[config.mk]
export PLATFORM = sky130hd
export DESIGN_NAME = pulse_period_duty_capture_fifo_top
export DESIGN_NICKNAME = d
export VERILOG_FILES = /design/src/rtl/core/ppdc_pkg.sv /design/src/rtl/core/pulse_period_duty_capture_fifo_top.sv /design/src/rtl/core/ppdc_div.sv
export VERILOG_INCLUDE_DIRS = /design/src /design/src/rtl/core
export SDC_FILE = /design/constraint.sdc
export NUM_CORES = 1
export LEC_CHECK = 0
export BUFFER_PORTS_ARGS = -buffer_cell sky130_fd_sc_hd__buf_4
export CORE_ASPECT_RATIO = 1.2
export CORE_MARGIN = 5
export CORE_UTILIZATION = 50
export DETAILED_ROUTE_END_ITERATION = 7
export PLACE_DENSITY = 0.78
export SKIP_LAST_GASP = 1
export SLEW_MARGIN = 30
export SYNTH_ARGS = -nofsm -noshare
export SYNTH_HDL_FRONTEND = slang
export SYNTH_SLANG_ARGS = --single-unit
[constraint.sdc]
create_clock -name clk -period 14.8 [get_ports clk]
set_clock_uncertainty 0.05 [all_clocks]
set_input_delay 2.96 -clock clk [delete_from_list [all_inputs] [get_ports clk]]
set_output_delay 2.96 -clock clk [all_outputs]
set_load 0.05 [all_outputs]
[src/rtl/core/pulse_period_duty_capture_fifo_top_defines.svh]
// Assertion helpers shared by the capture block.
`ifndef PULSE_PERIOD_DUTY_CAPTURE_FIFO_TOP_DEFINES_SVH
`define PULSE_PERIOD_DUTY_CAPTURE_FIFO_TOP_DEFINES_SVH

// Check a property on every clock edge, including edges while reset is held.
`define PPDC_ASSERT_ALWAYS(lbl, prop, msg) \
  lbl: assert property (@(posedge clk) prop) else $error(msg);

// Check a property on clock edges outside reset.
`define PPDC_ASSERT(lbl, prop, msg) \
  lbl: assert property (@(posedge clk) disable iff (!rst_n) prop) else $error(msg);

`endif

[src/rtl/core/ppdc_pkg.sv]
package ppdc_pkg;

  localparam int DVD_W  = 32;
  localparam int DVS_W  = 17;
  localparam int DUR_W  = 16;
  localparam int DUTY_W = 14;
  localparam int PROD_W = 30;

  localparam logic [DUTY_W-1:0] DUTY_SCALE = 14'd10000;

  typedef enum logic [1:0] {
    OP_CAPTURE = 2'd0,
    OP_POP     = 2'd1,
    OP_CLEAR   = 2'd2,
    OP_CLR_OVF = 2'd3
  } ppdc_op_t;

  typedef enum logic [2:0] {
    ST_IDLE,
    ST_F_START,
    ST_F_WAIT,
    ST_D_START,
    ST_D_WAIT,
    ST_WRITE,
    ST_POP_READ,
    ST_POP_OUT
  } ppdc_state_t;

  typedef struct packed {
    logic [DUR_W-1:0]  high_time;
    logic [DUR_W-1:0]  low_time;
    logic [DVD_W-1:0]  frequency;
    logic [DUTY_W-1:0] duty;
    logic              valid;
  } ppdc_rec_t;

  typedef struct packed {
    logic busy;
    logic done;
  } ppdc_div_stat_t;

endpackage

[src/rtl/core/pulse_period_duty_capture_fifo_top.sv]
// Channel   Handshake                   Payload
// input     start / busy                in_opcode, in_capture_count, in_pin_level_high
// result    out_valid (one-cycle pulse) out_status .. out_stored_count
// config    cfg_valid / cfg_ready       cfg_data (clock_rate)
//
// A capture edge that completes a valid record keeps busy high through two serial
// 32-step divisions (frequency, then duty) in one shared restoring divider, each
// after its own launch state, and through the ring write state; the result is
// registered from the write. A record with zero period or zero clock skips the
// divisions and goes straight to the write state.
// A pop of a held record is busy through a registered ring read and an output
// state; every other transaction posts its result the cycle after acceptance and
// never raises busy.
// Reset is synchronous, active low; it clears pointers, count, flags and the
// pending high time. Ring contents are undefined until written.
// The receiver cannot stall: each result shows for exactly one cycle.
module pulse_period_duty_capture_fifo_top #(
  parameter int RING_DEPTH = 8
) (
  input  logic                              clk,
  input  logic                              rst_n,
  // input channel
  input  logic                              start,
  output logic                              busy,
  input  logic [1:0]                        in_opcode,
  input  logic [ppdc_pkg::DUR_W-1:0]        in_capture_count,
  input  logic                              in_pin_level_high,
  // result channel
  output logic                              out_valid,
  output logic                              out_status,
  output logic [ppdc_pkg::DUR_W-1:0]        out_high_time,
  output logic [ppdc_pkg::DUR_W-1:0]        out_low_time,
  output logic [ppdc_pkg::DVD_W-1:0]        out_frequency_out,
  output logic [ppdc_pkg::DUTY_W-1:0]       out_duty_out,
  output logic                              out_record_valid,
  output logic                              out_data_ready,
  output logic                              out_overflow_flag,
  output logic [$clog2(RING_DEPTH+1)-1:0]   out_stored_count,
  // configuration channel
  input  logic                              cfg_valid,
  output logic                              cfg_ready,
  input  logic [ppdc_pkg::DVD_W-1:0]        cfg_data
);
  import ppdc_pkg::*;
  `include "pulse_period_duty_capture_fifo_top_defines.svh"

  localparam int PTR_W = $clog2(RING_DEPTH);
  localparam int CNT_W = $clog2(RING_DEPTH + 1);

  // Advance a ring pointer, wrapping at the ring depth.
  function automatic logic [PTR_W-1:0] next_ptr(input logic [PTR_W-1:0] p);
    logic [PTR_W-1:0] n;
    if (p == PTR_W'(RING_DEPTH - 1)) n = '0;
    else n = p + 1'b1;
    return n;
  endfunction

  // ---------------------------------------------------------------------------
  // Control and ring state
  // ---------------------------------------------------------------------------
  ppdc_state_t        state_r, state_nxt;
  logic [DVD_W-1:0]   clock_rate_r;
  logic [DUR_W-1:0]   pending_r, pending_nxt;
  logic [PTR_W-1:0]   wr_ptr_r, wr_ptr_nxt;
  logic [PTR_W-1:0]   rd_ptr_r, rd_ptr_nxt;
  logic [CNT_W-1:0]   count_r, count_nxt;
  logic               ovf_r, ovf_nxt;

  // Record being built
  logic [DUR_W-1:0]   lo_r;
  logic [DVS_W-1:0]   period_r;
  logic [PROD_W-1:0]  prod_r;
  logic [DVD_W-1:0]   freq_r;
  logic [DUTY_W-1:0]  duty_r;
  logic               rvalid_r;

  // Ring storage
  ppdc_rec_t          rec_mem [RING_DEPTH];
  ppdc_rec_t          rd_rec_r;
  ppdc_rec_t          wr_rec;

  // Result register
  logic               out_valid_r;
  logic               status_r;
  ppdc_rec_t          res_rec_r;
  logic               ovf_out_r;
  logic [CNT_W-1:0]   count_out_r;

  // Divider hookup
  logic               div_start;
  logic [DVD_W-1:0]   div_dividend;
  logic [DVD_W-1:0]   div_quotient;
  ppdc_div_stat_t     div_stat;

  // Decoded handshake
  ppdc_op_t           op;
  logic               accept;
  logic               completes;
  logic [DVS_W-1:0]   period_in;
  logic               pop_hit;
  logic               emit;
  logic               emit_pop;
  logic               emit_empty;
  logic               mem_we;
  logic               mem_re;

  assign op        = ppdc_op_t'(in_opcode);
  assign busy      = (state_r != ST_IDLE);
  assign accept    = start && !busy;
  assign completes = (op == OP_CAPTURE) && in_pin_level_high;
  assign pop_hit   = (op == OP_POP) && (count_r != '0);
  assign period_in = {1'b0, pending_r} + {1'b0, in_capture_count};

  // Hold off configuration while a transaction is offered or running, so the
  // clock rate never changes under a record in progress.
  assign cfg_ready = !start && !busy;

  always_ff @(posedge clk) begin
    if (!rst_n) begin
      clock_rate_r <= '0;
    end else if (cfg_valid && cfg_ready) begin
      clock_rate_r <= cfg_data;
    end
  end

  // ---------------------------------------------------------------------------
  // Sequencer: next state
  // ---------------------------------------------------------------------------
  always_comb begin
    state_nxt = state_r;
    unique case (state_r)
      ST_IDLE: begin
        if (accept) begin
          if (completes) begin
            // skip both divisions when the record is invalid
            if (period_in != '0 && clock_rate_r != '0) state_nxt = ST_F_START;
            else state_nxt = ST_WRITE;
          end else if (pop_hit) begin
            state_nxt = ST_POP_READ;
          end
        end
      end
      ST_F_START:  state_nxt = ST_F_WAIT;
      ST_F_WAIT:   if (div_stat.done) state_nxt = ST_D_START;
      ST_D_START:  state_nxt = ST_D_WAIT;
      ST_D_WAIT:   if (div_stat.done) state_nxt = ST_WRITE;
      ST_WRITE:    state_nxt = ST_IDLE;
      ST_POP_READ: state_nxt = ST_POP_OUT;
      ST_POP_OUT:  state_nxt = ST_IDLE;
    endcase
  end

  // ---------------------------------------------------------------------------
  // Sequencer: outputs
  // ---------------------------------------------------------------------------
  always_comb begin
    div_start    = 1'b0;
    div_dividend = clock_rate_r;
    mem_we       = 1'b0;
    mem_re       = 1'b0;
    emit_pop     = 1'b0;
    emit         = 1'b0;
    unique case (state_r)
      ST_IDLE: begin
        // simple operations post their result right away
        emit = accept && !completes && !pop_hit;
      end
      ST_F_START: begin
        div_start    = 1'b1;
        div_dividend = clock_rate_r;
      end
      ST_F_WAIT: begin
      end
      ST_D_START: begin
        div_start    = 1'b1;
        div_dividend = {{(DVD_W - PROD_W){1'b0}}, prod_r};
      end
      ST_D_WAIT: begin
      end
      ST_WRITE: begin
        mem_we = 1'b1;
        emit   = 1'b1;
      end
      ST_POP_READ: begin
        mem_re = 1'b1;
      end
      ST_POP_OUT: begin
        emit_pop = 1'b1;
        emit     = 1'b1;
      end
    endcase
  end

  assign emit_empty = (state_r == ST_IDLE) && (op == OP_POP);

  always_ff @(posedge clk) begin
    if (!rst_n) state_r <= ST_IDLE;
    else state_r <= state_nxt;
  end

  // ---------------------------------------------------------------------------
  // Shared divider: frequency first, then duty
  // ---------------------------------------------------------------------------
  ppdc_div u_div (
    .clk      (clk),
    .rst_n    (rst_n),
    .start    (div_start),
    .dividend (div_dividend),
    .divisor  (period_r),
    .quotient (div_quotient),
    .stat     (div_stat)
  );

  // Latch the operands at acceptance and form the duty numerator there too.
  always_ff @(posedge clk) begin
    if (accept && completes) begin
      lo_r     <= in_capture_count;
      period_r <= period_in;
      prod_r   <= {{(PROD_W - DUR_W){1'b0}}, pending_r}
                * {{(PROD_W - DUTY_W){1'b0}}, DUTY_SCALE};
      freq_r   <= '0;
      duty_r   <= '0;
      rvalid_r <= (period_in != '0) && (clock_rate_r != '0);
    end else if (div_stat.done && state_r == ST_F_WAIT) begin
      freq_r <= div_quotient;
    end else if (div_stat.done && state_r == ST_D_WAIT) begin
      duty_r <= div_quotient[DUTY_W-1:0];
    end
  end

  // ---------------------------------------------------------------------------
  // Ring bookkeeping
  // ---------------------------------------------------------------------------
  always_comb begin
    pending_nxt = pending_r;
    wr_ptr_nxt  = wr_ptr_r;
    rd_ptr_nxt  = rd_ptr_r;
    count_nxt   = count_r;
    ovf_nxt     = ovf_r;
    if (accept) begin
      case (op)
        OP_CAPTURE: begin
          if (!in_pin_level_high) pending_nxt = in_capture_count;
        end
        OP_CLEAR: begin
          pending_nxt = '0;
          wr_ptr_nxt  = '0;
          rd_ptr_nxt  = '0;
          count_nxt   = '0;
          ovf_nxt     = 1'b0;
        end
        OP_CLR_OVF: ovf_nxt = 1'b0;
        default: begin
        end
      endcase
    end
    if (mem_we) begin
      wr_ptr_nxt = next_ptr(wr_ptr_r);
      if (count_r == CNT_W'(RING_DEPTH)) begin
        // full: drop the oldest record
        ovf_nxt    = 1'b1;
        rd_ptr_nxt = next_ptr(rd_ptr_r);
      end else begin
        count_nxt = count_r + 1'b1;
      end
    end
    if (emit_pop) begin
      rd_ptr_nxt = next_ptr(rd_ptr_r);
      count_nxt  = count_r - 1'b1;
    end
  end

  always_ff @(posedge clk) begin
    if (!rst_n) begin
      pending_r <= '0;
      wr_ptr_r  <= '0;
      rd_ptr_r  <= '0;
      count_r   <= '0;
      ovf_r     <= 1'b0;
    end else begin
      pending_r <= pending_nxt;
      wr_ptr_r  <= wr_ptr_nxt;
      rd_ptr_r  <= rd_ptr_nxt;
      count_r   <= count_nxt;
      ovf_r     <= ovf_nxt;
    end
  end

  assign wr_rec.high_time = pending_r;
  assign wr_rec.low_time  = lo_r;
  assign wr_rec.frequency = freq_r;
  assign wr_rec.duty      = duty_r;
  assign wr_rec.valid     = rvalid_r;

  always_ff @(posedge clk) begin
    if (mem_we) rec_mem[wr_ptr_r] <= wr_rec;
  end

  always_ff @(posedge clk) begin
    if (mem_re) rd_rec_r <= rec_mem[rd_ptr_r];
  end

  // ---------------------------------------------------------------------------
  // Result register: one-cycle strobe, status fields after the update
  // ---------------------------------------------------------------------------
  always_ff @(posedge clk) begin
    if (!rst_n) out_valid_r <= 1'b0;
    else out_valid_r <= emit;
  end

  always_ff @(posedge clk) begin
    if (emit) begin
      status_r    <= emit_empty;
      res_rec_r   <= emit_pop ? rd_rec_r : '0;
      ovf_out_r   <= ovf_nxt;
      count_out_r <= count_nxt;
    end
  end

  assign out_valid         = out_valid_r;
  assign out_status        = status_r;
  assign out_high_time     = res_rec_r.high_time;
  assign out_low_time      = res_rec_r.low_time;
  assign out_frequency_out = res_rec_r.frequency;
  assign out_duty_out      = res_rec_r.duty;
  assign out_record_valid  = res_rec_r.valid;
  assign out_data_ready    = (count_out_r != '0);
  assign out_overflow_flag = ovf_out_r;
  assign out_stored_count  = count_out_r;

  // ---------------------------------------------------------------------------
  // Assertions
  // ---------------------------------------------------------------------------
  `PPDC_ASSERT(a_count_bound, (count_r <= CNT_W'(RING_DEPTH)), "ring count over depth")
  `PPDC_ASSERT(a_empty_ptrs, (count_r == '0) |-> (rd_ptr_r == wr_ptr_r), "empty ring with split pointers")
  `PPDC_ASSERT(a_div_done, div_stat.done |-> (state_r == ST_F_WAIT || state_r == ST_D_WAIT), "divider done outside wait")
  `PPDC_ASSERT(a_div_launch, (state_r == ST_F_START || state_r == ST_D_START) |=> div_stat.busy, "divider did not launch")
  `PPDC_ASSERT(a_write_post, (state_r == ST_WRITE) |=> (out_valid && !busy), "record write without result")

endmodule

[src/rtl/core/ppdc_div.sv]
// Restoring divider, one quotient bit per cycle.
module ppdc_div (
  input  logic                         clk,
  input  logic                         rst_n,
  input  logic                         start,
  input  logic [ppdc_pkg::DVD_W-1:0]   dividend,
  input  logic [ppdc_pkg::DVS_W-1:0]   divisor,
  output logic [ppdc_pkg::DVD_W-1:0]   quotient,
  output ppdc_pkg::ppdc_div_stat_t     stat
);
  import ppdc_pkg::*;

  localparam int CNT_W = $clog2(DVD_W);

  logic [CNT_W-1:0] cnt_r;
  logic [DVD_W-1:0] quo_r;
  logic [DVS_W-1:0] rem_r;
  logic [DVS_W-1:0] dvs_r;
  logic             busy_r;
  logic             done_r;

  logic [DVS_W:0]   shifted;
  logic [DVS_W:0]   diff;
  logic             ge;

  assign shifted = {rem_r, quo_r[DVD_W-1]};
  assign ge      = shifted >= {1'b0, dvs_r};
  assign diff    = shifted - {1'b0, dvs_r};

  always_ff @(posedge clk) begin
    if (!rst_n) begin
      busy_r <= 1'b0;
      done_r <= 1'b0;
      cnt_r  <= '0;
    end else begin
      done_r <= 1'b0;
      if (start && !busy_r) begin
        busy_r <= 1'b1;
        cnt_r  <= CNT_W'(DVD_W - 1);
      end else if (busy_r) begin
        cnt_r <= cnt_r - 1'b1;
        if (cnt_r == '0) begin
          busy_r <= 1'b0;
          done_r <= 1'b1;
        end
      end
    end
  end

  // Datapath: shift in one dividend bit, subtract when it fits.
  always_ff @(posedge clk) begin
    if (start && !busy_r) begin
      quo_r <= dividend;
      rem_r <= '0;
      dvs_r <= divisor;
    end else if (busy_r) begin
      quo_r <= {quo_r[DVD_W-2:0], ge};
      rem_r <= ge ? diff[DVS_W-1:0] : shifted[DVS_W-1:0];
    end
  end

  assign quotient  = quo_r;
  assign stat.busy = busy_r;
  assign stat.done = done_r;

endmodule

==> impl_metrics.toml, run 1 <==
[yosys]
compound_cell_area_share_of_the_yosys_netlist = 0.0464
yosysTopAreaCellShare = 0.643
post_synth_inst_count = 2559
synth_edf_count = 905
yosys.cell_types.count = 74
synth_sequential_area_ratio = 0.706
synth_async_sr_flop_share = 0
combinational_family_with_the_most_area_after_synthesis = "multiplexers"
synth-simple-area-share = 0.0584
synth.ff_latch_count = 1038
synth_fp_nets = 2762
synthAdderAreaFrac = 0.0504
syn-mean-instance-area_um2 = 16.5
synth.cell_area_mm2 = 0.0423
synthTopCellsByArea = "sky130_fd_sc_hd__edfxtp_1 64%, sky130_fd_sc_hd__mux4_2 8.4%, sky130_fd_sc_hd__dfxtp_1 6.3%, sky130_fd_sc_hd__ha_1 3.3%, sky130_fd_sc_hd__nand2_1 2.3%"
ys.flop_type = "sky130_fd_sc_hd__edfxtp_1"
synthMostInstantiatedCell = "sky130_fd_sc_hd__edfxtp_1"
synth_top_cells_by_count = "905 x sky130_fd_sc_hd__edfxtp_1, 256 x sky130_fd_sc_hd__nand2_1, 158 x sky130_fd_sc_hd__mux4_2, 136 x sky130_fd_sc_hd__a21oi_1, 133 x sky130_fd_sc_hd__dfxtp_1"
yosys-mux-area-fraction = 0.107
ys_warn_count = 0
synthDominantAreaCellType = "sky130_fd_sc_hd__edfxtp_1"
synth_xor_xnor_area_share = 0.00953

[pwr]
worst_ir_drop_vdd_mv = 0.0883
switching_share = 0.284
power_per_cell_area_mw_per_mm2 = 159
clock_power_share = 0.323
seq_power_share = 0.516
total_leakage_power_nw = 17.0
total_power_w = 0.00761
intPower_w = 0.00545
combinationalPowerShare = 0.161
total_net_switching_power_w = 0.00216

[clocking]
clockBufferDepth = 3
cts_repair_resize_count = 0
cts_num_sinks = 1038
holdBufCountCts = 0
cts_bufs_inserted = 95
clk_tree_root_cell = "sky130_fd_sc_hd__clkbuf_16"
cts_setup_buffers = 0
worstSkewPairLatency_ps = 680
clk_transition_reported_paths_ps = 60
tritoncts = "yes"
cts.htree.levels = 3

[finish]
n_antenna_cell = 0
syn_to_final_growth_pct = 13.3
nets = 2927
post_route_cells_drive_above_1_share = 0.217
num-fill-cells = 6191

[timing]
clock.fmax_mhz = 153
number_of_slew_limit_violations_in_the_final_report = 0
hold_violations = 0
setup_violations = 0
least_margin_pin_slew_ps = 1010
rsz_0062_raised_after_global_routing = "false"
fin_tns_setup_ps = 0
maxSlewHeadroom = 0.325
period_utilization_post_route = 0.441
fin_crit_ps = 6530

[global_routing]
globalRouteTotalUtil = 0.205
globalRouteOverflowTotal = 0
grt_first_pass_wirelength_mm = 141
grt_max_degree = 94
first_global_vias = 23800
number_of_antenna_violations_at_the_first_check_in_global_routing = 1

[routing]
drt-pass1-iter-count = 6
post-route-drc-count = 0
totalWireLength_mm = 92.7
vias = 22800
viasPerCell = 5.82
antenna_violating_nets_post_route = 0
drt-wirelength-per-cell_um = 23.6
drt-initial-drc-count = 2042

[floorplanning]
std_cell_rows = 116
coreArea_mm2 = 0.0836
dieHeight_um = 328
initial_utilization = 0.506
ios = 144
dieArea_mm2 = 0.0905
die_w_um = 275

[status]
status = "completed"

[critical_path]
worst_setup_path_start_kind = "primary input"
worstPathMaxFanout = 5
crit_path_dat_ps = 3520
timing.critical_path.required_ps = 11790
worst-setup-path-type = "in -> out"
critical_path.endpoint_type = "output pin"

[placed_design]
place.port_buffers = 143
place_hpwl_mm = 56.4
globalplace.congestion = 0.881

[min_path]
holdCritPathClass = "reg -> reg"

[run]
cap_violations = 0
## layout by cell type, fill, tap and decap left out, types with 5 or more instances in the layout
| master | synthesis | layout |
|---|---|---|
| sky130_fd_sc_hd__a21oi_1 | 136 | 136 |
| sky130_fd_sc_hd__buf_4 | 1 | 182 |
| sky130_fd_sc_hd__o31ai_1 | 5 | 5 |
| sky130_fd_sc_hd__xnor2_1 | 30 | 30 |
| sky130_fd_sc_hd__nor3_1 | 22 | 16 |
| sky130_fd_sc_hd__o221ai_1 | 6 | 6 |
| sky130_fd_sc_hd__nand3b_1 | 17 | 17 |
| sky130_fd_sc_hd__a21o_1 | 18 | 18 |
| sky130_fd_sc_hd__o21ai_0 | 64 | 63 |
| sky130_fd_sc_hd__nor3_2 | 3 | 9 |
| sky130_fd_sc_hd__nor2_1 | 54 | 50 |
| sky130_fd_sc_hd__nand2_1 | 256 | 255 |
| sky130_fd_sc_hd__nor2b_1 | 6 | 6 |
| sky130_fd_sc_hd__clkinv_1 | 1 | 13 |
| sky130_fd_sc_hd__nand4_1 | 5 | 5 |
| sky130_fd_sc_hd__nand2b_1 | 11 | 11 |
| sky130_fd_sc_hd__and2_1 | 10 | 9 |
| sky130_fd_sc_hd__dfxtp_1 | 133 | 129 |
| sky130_fd_sc_hd__nand3_1 | 17 | 16 |
| sky130_fd_sc_hd__a22o_1 | 7 | 7 |
| sky130_fd_sc_hd__inv_1 | 121 | 121 |
| sky130_fd_sc_hd__mux4_2 | 158 | 158 |
| sky130_fd_sc_hd__a211oi_1 | 8 | 8 |
| sky130_fd_sc_hd__o21bai_1 | 5 | 5 |
| sky130_fd_sc_hd__a31oi_1 | 7 | 7 |
| sky130_fd_sc_hd__o22ai_1 | 28 | 28 |
| sky130_fd_sc_hd__clkbuf_16 | 0 | 96 |
| sky130_fd_sc_hd__bufinv_16 | 0 | 10 |
| sky130_fd_sc_hd__xor2_1 | 16 | 16 |
| sky130_fd_sc_hd__mux2_2 | 79 | 79 |
| sky130_fd_sc_hd__nor4_1 | 10 | 9 |
| sky130_fd_sc_hd__inv_6 | 0 | 5 |
| sky130_fd_sc_hd__ha_1 | 111 | 111 |
| sky130_fd_sc_hd__clkbuf_1 | 92 | 14 |
| sky130_fd_sc_hd__edfxtp_1 | 905 | 905 |
| sky130_fd_sc_hd__clkinv_2 | 0 | 19 |
| sky130_fd_sc_hd__and3_1 | 85 | 85 |
| sky130_fd_sc_hd__clkbuf_8 | 1 | 6 |
| sky130_fd_sc_hd__fa_1 | 37 | 37 |
## power groups by stage
stage | logic (W) | registers [W] | clock network (W)
6_report | 0.00123 | 0.00392 | 0.00246
5_1_grt | 0.00133 | 0.00396 | 0.00263
4_1_cts | 0.00123 | 0.00392 | 0.00250
3_5_place_dp | 0.00122 | 0.00398 | 0
3_3_place_gp | 0.00118 | 0.00395 | 0
2_1_floorplan | 0.000633 | 0.00413 | 0
## cell families (layout without fill, tap and decap cells)
kind of cell	after synthesis	after routing
adders and majority gates	148	148
and+or+nand+nor	516	516
DFF	1038	1038
muxes	245	245
AOI/OAI and AO/OA	325	325
xor gates and xnor gates	46	46
buffers and inverters	241	484
## worst max-delay path: stages
cell and delay (ps):
sky130_fd_sc_hd__buf_4 140, sky130_fd_sc_hd__nor2_1 180, sky130_fd_sc_hd__buf_4 240
## layout make-up
type	count	area, um2	share of cell area
Multi-Input combinational cell	1280	11600	0.242
Sequential cell	1038	29900	0.623
Clock inverter	59	636	0.0133
Tap cell	1121	1400	0.0293
Inverter	122	458	0.00956
Timing Repair Buffer	187	1430	0.0299
Clock buffer	116	2540	0.0530
## final timing paths
check	from	end	slack (ps)	depth (start not counted)
worst max-delay path	start	cfg_ready	8270	3
worst min-delay path	period_r[9]	u_div.dvs_r[9]	370	0
worst max register to register	pending_r[8]	prod_r[29]	9110	19
worst min register to register	period_r[9]	u_div.dvs_r[9]	370	0
## layer usage
metal	wire length [um]	global-route usage	vias up
li1	-	-	10100
met3	7190	0.0396	171
met2	47400	0.351	888
met1	35700	0.265	11700
met4	2470	0.0645	0
met5	0	0	-
## sequential cells by signal (all words and copies together), names as in the netlist, 14 cells and up
register           cells
clock_rate_r          32
freq_r                32
period_r              17
out_low_time          16
u_div.rem_r           17
u_div.dvs_r           17
out_frequency_out     32
duty_r                14
rec_mem              632
out_high_time         16
rd_rec_r              79
lo_r                  16
pending_r             16
prod_r                26
out_duty_out          14
u_div.quotient        32
## through the flow
step / hold slack, ps / util / worst slack [ps] / cell area, um2 / cells
finish: 367 / 0.573 / 8270 / 47900 / 3923
global route: 376 / 0.573 / 8210 / 47900 / 3923
CTS: 367 / 0.573 / 8270 / 47900 / 3922
detailed placement: 355 / 0.535 / 8270 / 44700 / 3747
global placement: 355 / 0.535 / 8310 / 44700 / 3747
floorplan: 350 / - / 4850 / 42300 / 2559
Power figures use the tool's default switching activity.
==> inputs of run 2 (changes only) <==
--- a/config.mk
+++ b/config.mk
@@ -6,12 +6,13 @@
 export SDC_FILE = /design/constraint.sdc
 export NUM_CORES = 1
 export LEC_CHECK = 0
+export ABC_AREA = 1
 export BUFFER_PORTS_ARGS = -buffer_cell sky130_fd_sc_hd__buf_4
 export CORE_ASPECT_RATIO = 1.2
 export CORE_MARGIN = 5
 export CORE_UTILIZATION = 50
 export DETAILED_ROUTE_END_ITERATION = 7
-export PLACE_DENSITY = 0.78
+export PLACE_DENSITY = 0.81
 export SKIP_LAST_GASP = 1
 export SLEW_MARGIN = 30
 export SYNTH_ARGS = -nofsm -noshare
==> constraint.sdc (replaced) <==
create_clock -name clk -period 5.9 [get_ports clk]
set_clock_uncertainty 0.05 [all_clocks]
set_input_delay 1.18 -clock clk [delete_from_list [all_inputs] [get_ports clk]]
set_output_delay 1.18 -clock clk [all_outputs]
set_load 0.05 [all_outputs]
==> run 2 against run 1 <==
  * Clock power is 140% higher
  * Critical endpoint is now prod_r[26]
  * Area after synthesis up 3.2%
  * Highest routed layer unchanged
  * Combinational power grew to 3.0 times the previous value
  * Hold slack gained 1.9 ps
  * Register-to-register slack lost 8100 ps
  * Wire length rose by 8.5%
  * First-iteration DRC count rose by 55%
  * Power grew to 2.5 times the previous value
==> impl_metrics.toml, run 2 <==
[critical_path]
crit_chain = "inv_1 -> fa_1 -> inv_1 -> ha_1 -> inv_1 -> fa_1 -> inv_1 -> ha_1 -> inv_1 -> fa_1 -> inv_1 -> ha_1 -> nand2_1 -> inv_1 -> a21oi_1 -> nand2_1 -> nand2_1 -> nand2_1 -> a21oi_1 -> o21ai_2 -> nand2_1 -> nand2_1 -> xor2_1"
cpLargestDelayFamily = "adder cells"
crit_top_cell = "sky130_fd_sc_hd__inv_1"
worstReg2RegStart = "pending_r[4]"
crit_path_dat_ps = 5300
startpoint = "pending_r[4]"
worst_setup_path_start_kind = "flip-flop"
rrSetupSlack_ps = 960
worst-setup-path-type = "reg -> reg"
worstPathMaxFanout = 12
slowest_stage_delay_on_critical_path_ps = 580
path_depth = 23
critical_path_buf_inv_count = 7
critical_path.endpoint_type = "flip-flop"
timing.critical_path.slowest_stage_cell = "sky130_fd_sc_hd__dfxtp_1"
timing.critical_path.required_ps = 6260
worst-r2r-cell-count = 23

[yosys]
ys_warn_count = 0
yosysTopAreaCellShare = 0.623
synth_sequential_area_ratio = 0.684
post_synth_inst_count = 3760
synthAdderAreaFrac = 0.0488
combinational_family_with_the_most_area_after_synthesis = "simple AND/OR/NAND/NOR gates"
synthDominantAreaCellType = "sky130_fd_sc_hd__edfxtp_1"
yosys.cell_types.count = 54
compound_cell_area_share_of_the_yosys_netlist = 0.104
synth_fp_nets = 3963
synthMostInstantiatedCell = "sky130_fd_sc_hd__edfxtp_1"
yosys-mux-area-fraction = 0
ys.flop_type = "sky130_fd_sc_hd__edfxtp_1"
synth.cell_area_mm2 = 0.0436
synth_async_sr_flop_share = 0
synth_edf_count = 905
synth-simple-area-share = 0.109
synth_xor_xnor_area_share = 0.00663
syn-mean-instance-area_um2 = 11.6
synth.ff_latch_count = 1038
synth_top_cells_by_count = "905 x sky130_fd_sc_hd__edfxtp_1, 692 x sky130_fd_sc_hd__nor2_1, 399 x sky130_fd_sc_hd__o21ai_0, 355 x sky130_fd_sc_hd__nand2_1, 342 x sky130_fd_sc_hd__inv_1"
synthTopCellsByArea = "sky130_fd_sc_hd__edfxtp_1 62%, sky130_fd_sc_hd__dfxtp_1 6.1%, sky130_fd_sc_hd__nor2_1 6.0%, sky130_fd_sc_hd__o21ai_0 4.6%, sky130_fd_sc_hd__ha_1 3.2%"

[finish]
multi_input_area_mm2 = 0.0118
num-fill-cells = 6780
mostFrequentLayoutCell = "sky130_fd_sc_hd__edfxtp_1"
syn_to_final_growth_pct = 12.1
post_route_cells_drive_above_1_share = 0.0971
final_cell_mix = "905 x sky130_fd_sc_hd__edfxtp_1, 684 x sky130_fd_sc_hd__nor2_1, 399 x sky130_fd_sc_hd__o21ai_0"
nets = 4060
top_regs = "rec_mem (632), rd_rec_r (79)"
n_antenna_cell = 0
largest-register = "rec_mem"
postLayoutCoreUtil = 0.566
largest_register_ff_count = 632
sequential_cell_area_mm2 = 0.0298

[floorplanning]
coreArea_mm2 = 0.0864
ios = 144
dieHeight_um = 333
initial_utilization = 0.505
dieArea_mm2 = 0.0932
die_w_um = 280
std_cell_rows = 118

[min_path]
number_of_instances_on_the_worst_hold_path = 0
startpoint_of_the_tightest_hold_check_path = "period_r[3]"
holdCritPathClass = "reg -> reg"

[routing]
drt-wirelength-per-cell_um = 19.8
vias = 28500
drt-pass1-iter-count = 7
antenna_violating_nets_post_route = 0
post-route-drc-count = 0
drt-initial-drc-count = 3156
totalWireLength_mm = 101
viasPerCell = 5.62

[timing]
setup_violations = 0
least_margin_pin_slew_ps = 1040
period_utilization_post_route = 0.837
rsz_0062_raised_after_global_routing = "false"
hold_violations = 0
fin_tns_setup_ps = 0
maxSlewHeadroom = 0.309
number_of_slew_limit_violations_in_the_final_report = 0
fin_hold_ws_ps = 369
final_critical_path_setup_slack_ps = 962
clock.fmax_mhz = 203
fin_crit_ps = 4940

[global_routing]
grt_most_used_layer = "met2"
grt_max_degree = 219
globalRouteMet3Util = 0.0336
number_of_antenna_violations_at_the_first_check_in_global_routing = 5
globalRouteOverflowTotal = 0
gr-usage-met1 = 0.289
first_global_vias = 27400
met2_layer_usage_reported_by_global_route = 0.345
grt_first_pass_wirelength_mm = 155
globalRouteTotalUtil = 0.210

[clocking]
cts.htree.levels = 3
tritoncts = "yes"
worstSkewPairLatency_ps = 670
clk_transition_reported_paths_ps = 60
cts_num_sinks = 1038
clockBufferDepth = 3
cts_setup_buffers = 0
cts_repair_resize_count = 0
clk_tree_root_cell = "sky130_fd_sc_hd__clkbuf_16"
cts_bufs_inserted = 96
holdBufCountCts = 0

[pwr]
power_per_cell_area_mw_per_mm2 = 395
worst_ir_drop_vdd_mv = 0.280
total_leakage_power_nw = 18.6

[run]
cap_violations = 0

[status]
status = "completed"

[placed_design]
place.port_buffers = 143
globalplace.congestion = 0.907
post-place-ws_ps = 1010
place_hpwl_mm = 58.7
## run 2: per-layer routing
metal,vias up,part of all wire
li1,13300,-
met1,13600,0.40
met2,1411,0.48
met3,195,0.093
met4,0,0.029
met5,-,0
## run 2: kinds of logic after synthesis
kind of cell	Yosys count
xor gates and xnor gates	33
DFF	1038
adders and majority gates	148
and+or+nand+nor	1180
AOI/OAI and AO/OA	831
buffers and inverters	530
## run 2: worst register-to-register path: cells and delay by family, from the launching register on
family / cells / cell delay [ps]
adder cells (fa/ha/maj): 6 / 2390
AO/OA/AOI/OAI: 3 / 550
XOR/XNOR: 1 / 140
buffers and inverters: 7 / 470
flip-flops: 1 / 580
AND/OR/NAND/NOR: 6 / 500
## run 2: report_power, final
group	switching, W	leakage (nW)	internal, W
clock network	0.00263	1.47	0.00328
logic	0.00250	7.72	0.00118
registers	0.000630	9.41	0.00909
## run 2: per-stage QoR
stage	total power (W)	instance area [um2]	cells
after global placement	0.0134	45900	4898
after floorplan	0.0124	43600	3760
after detailed placement	0.0135	45900	4898
after CTS	0.0194	48900	5075
after global routing	0.0202	48900	5076
final	0.0193	48900	5076
## run 2: final timing paths
path | endpoint
setup / recovery | prod_r[26]
hold reg to reg | u_div.dvs_r[3]
hold / removal | u_div.dvs_r[3]
setup reg to reg | prod_r[26]
## run 2: area by class of cell
cell class                      instances  share of cell area
Sequential cell                      1038               0.610
Inverter                              347              0.0270
Clock inverter                         47             0.00655
Timing Repair Buffer                  182              0.0309
Clock buffer                          130              0.0547
Tap cell                             1140              0.0292
Multi-Input combinational cell       2192               0.241
